==> src/hdl/krt_ram.sv <==
// ---------------------------------------------------------------------------
// krt_ram
// Generic single-write, single-read RAM with a registered read port.
// ---------------------------------------------------------------------------
module krt_ram #(
	parameter int WIDTH = 8,
	parameter int DEPTH = 16
) (
	input  logic                     clk,
	input  logic                     wr_en,
	input  logic [$clog2(DEPTH)-1:0] wr_addr,
	input  logic [WIDTH-1:0]         wr_data,
	input  logic                     rd_en,
	input  logic [$clog2(DEPTH)-1:0] rd_addr,
	output logic [WIDTH-1:0]         rd_data
);

	logic [WIDTH-1:0] mem [DEPTH];

	// Write port
	always_ff @(posedge clk) begin
		if (wr_en) begin
			mem[wr_addr] <= wr_data;
		end
	end

	// Registered read port
	always_ff @(posedge clk) begin
		if (rd_en) begin
			rd_data <= mem[rd_addr];
		end
	end

endmodule

==> config.mk <==
export PLATFORM = sky130hd
export DESIGN_NAME = krt_ram
export DESIGN_NICKNAME = d
export VERILOG_FILES = /design/src/hdl/krt_ram.sv
export SDC_FILE = /design/constraint.sdc
export NUM_CORES = 1
export LEC_CHECK = 0
export BUFFER_PORTS_ARGS = -buffer_cell sky130_fd_sc_hd__buf_2
export CORE_UTILIZATION = 45
export CTS_BUF_LIST = sky130_fd_sc_hd__clkbuf_4
export DETAILED_ROUTE_END_ITERATION = 10
export GPL_TIMING_DRIVEN = 1
export PLACE_DENSITY = 0.69
export SLEW_MARGIN = 10
export SYNTH_ARGS = -nofsm -noshare
export SYNTH_HDL_FRONTEND = slang
export SYNTH_SLANG_ARGS = --single-unit
==> constraint.sdc <==
create_clock -name clk -period 2.56 [get_ports clk]
set_input_delay 0.64 -clock clk [delete_from_list [all_inputs] [get_ports clk]]
set_output_delay 0.64 -clock clk [all_outputs]
set_load 0.02 [all_outputs]
==> results.toml <==
[detailed_routing]
vias = 2478
wirelength_mm = 9.274
post-route-drc-count = 0
wl_met1_mm = 4.060
postRouteAntennaNets = 0
drtIter0Drc = 180
highest_layer = "met4"
wl_met3_um = 475
firstDrtPassIters = 4
dr_wl_met2_mm = 4.585
avgRoutedWirePerCell_um = 21.03
avgViaCountPerCell = 5.619

[synth]
synthTopCellsByArea = "edfxtp_1 78%, mux4_2 7.8%, mux4_1 7.0%, a22oi_1 2.3%, nor2_1 0.93%"
syn_area_mm2 = 0.005228
synth_top_area_frac = 0.7812
ys_seq_elements = 136
ys_seq_area_frac = 0.7812
synth-xor-area-share = 0
synth_mux_area_frac = 0.1479
yosys_warnings = 0
synth_top_family_by_area = "multiplexers"
syn_nets = 248
ys_async_sr_fraction = 0
synth-compound-area-share = 0.02298
synth_edf_count = 136
synthCells = 229
synthTopCellsByCount = "136 x edfxtp_1, 18 x mux4_2, 16 x a22oi_1"
ys.flop_type = "edfxtp_1"
synth_top_cell_by_area = "edfxtp_1"
synth_simple_gate_area_frac = 0.03135
synthAdderAreaFrac = 0
avgSynthCellArea_um2 = 22.83
yosysMostFrequentCell = "edfxtp_1"
synth_cell_types = 18

[cts]
cts.sinks = 136
cts_buffer_depth = 2
root_buffer = "clkbuf_4"
ctsResizeCount = 0
post_cts_buffers = 0
cts.htree.levels = 4
path_clk_slew_ns = 0.12
cts_tree = "built"
clock_latency_ns = 0.51
cts_buffers = 17
cts_hold_buffers = 0

[die]
die_w_um = 109.8
start_util = 0.4719
dieArea_mm2 = 0.01205
io_pins = 27
placeableCoreArea_mm2 = 0.01108
rows = 38
die_h_um = 109.8

[power_and_ir_drop]
power_leakage_nw = 1.979
power.density_mw_per_mm2 = 687.5
peakVddDrop_uv = 267.6

[min_path]
hold_class = "in -> reg"
hold_depth = 1

[timing]
period_needed_ns = 1.809
fmax_mhz = 552.6
hold_viol_final = 0
tightestPinTransition_ns = 0.5821
relSlewSlack = 0.6105
finalCritPeriodShare = 0.7068
finalSetupViolCount = 0
setup_ws_ns = 0.7505
clock_skew_ns = 0.01747
fin_tns_setup_ns = 0
rsz0062_at_grt = "no"
drv_slew = 0

[job]
cap_violations = 0

[placed_design]
io_buffers = 26
dp_slack_ns = 0.2573
placedCellCount = 408
hpwlAfterDp_mm = 6.447
place_congestion = 0.6917

[layout]
syn2layout_area_growth_pct = 13.38
stdcell_count = 441
multi_input_area_mm2 = 0.001057
seq_area_mm2 = 0.004084
fill_cells = 860
fin_nets = 306
drive_gt1_frac = 0.3200

[critical_path]
cp_max_fo = 1
startpoint_type = "register"
cp.depth = 1
cp-end-kind = "primary output"
crit_required_ns = 1.92
worst_path_max_delay_cell = "edfxtp_1"
critPathBufInv = 1
crit_arrival_ns = 1.17
crit_type = "reg -> out"
crit_chain = "buf_2"
crit_family = "flip-flops"
max_stage_delay_ns = 0.47
reg2reg_depth = 3

[global_route]
grt_pass1_wl_mm = 14.38
grt_max_degree = 17
grt-ovfl-total = 0
grtUsageTotal = 0.1769
antenna_found_initial = 1
grt_pass1_vias = 2509

[outcome]
outcome = "completed"
==> where the power goes <==
part           internal [W]  switching [W]  total, W
Combinational      0.000103       0.000139  0.000241
Clock              0.000577       0.000739   0.00132
Sequential          0.00250      0.0000140   0.00252
Total               0.00318       0.000891   0.00407
==> sequential cells by signal, indices dropped and copies added (netlist names) <==
name / count
mem: 128
rd_data: 8
==> through the flow <==
stage               total power (W)  hold WS [ns]    util  cell area, um^2
floorplan                  0.002705        0.7048       -             5228
global placement           0.002806        0.7263  0.5106             5657
detailed placement         0.002815        0.7418  0.5106             5657
CTS                        0.004110        0.4526  0.5348             5924
global route               0.004223        0.4533  0.5350             5927
finish                     0.004075        0.4947  0.5350             5927
==> layout by cell type (no fill, tap or decap) <==
cell type | netlist | routed
buf_4 | 1 | 20
nor2b_1 | 1 | 1
and2b_1 | 1 | 1
nor3_1 | 4 | 4
nor2_1 | 13 | 13
clkinvlp_4 | 0 | 4
inv_6 | 0 | 1
edfxtp_1 | 136 | 136
nand2b_1 | 2 | 2
buf_12 | 0 | 3
mux4_1 | 14 | 14
or3b_2 | 1 | 1
clkinv_4 | 0 | 1
diode_2 | 0 | 1
clkbuf_4 | 0 | 18
nand3_1 | 1 | 1
buf_2 | 3 | 26
clkinv_1 | 0 | 4
clkinv_2 | 0 | 2
and2_1 | 1 | 1
nand3b_1 | 2 | 2
nand2_1 | 9 | 9
mux4_2 | 18 | 18
bufinv_16 | 0 | 2
a22oi_1 | 16 | 16
==> path summary, 6_finish.rpt <==
path	start	endpoint	slack [ns]
setup / recovery	rd_data[4]	rd_data[4]	0.75
hold / removal	wr_data[2]	mem[10][2]	0.49
setup reg to reg	mem[5][1]	rd_data[1]	1.07
hold reg to reg	mem[15][5]	rd_data[5]	0.75
==> logic make-up after synthesis <==
kind of cell | after synthesis
compound gates | 16
buf+inv | 10
flops | 136
mux | 32
simple gates | 35
==> routing by layer <==
| layer | track usage | vias to the layer above |
|---|---|---|
| li1 | - | 1099 |
| met1 | 0.2371 | 1285 |
| met2 | 0.2732 | 82 |
| met3 | 0.04861 | 12 |
| met4 | 0.07714 | 0 |
| met5 | 0 | - |
==> final cells by class <==
type	instances	share of cell area
Multi-Input combinational cell	83	0.1784
Sequential cell	136	0.6890
Timing Repair Buffer	49	0.05742
Clock buffer	18	0.02280
Clock inverter	14	0.02238
Tap cell	140	0.02955
Antenna cell	1	0.0004222
Power figures use the tool's default switching activity.
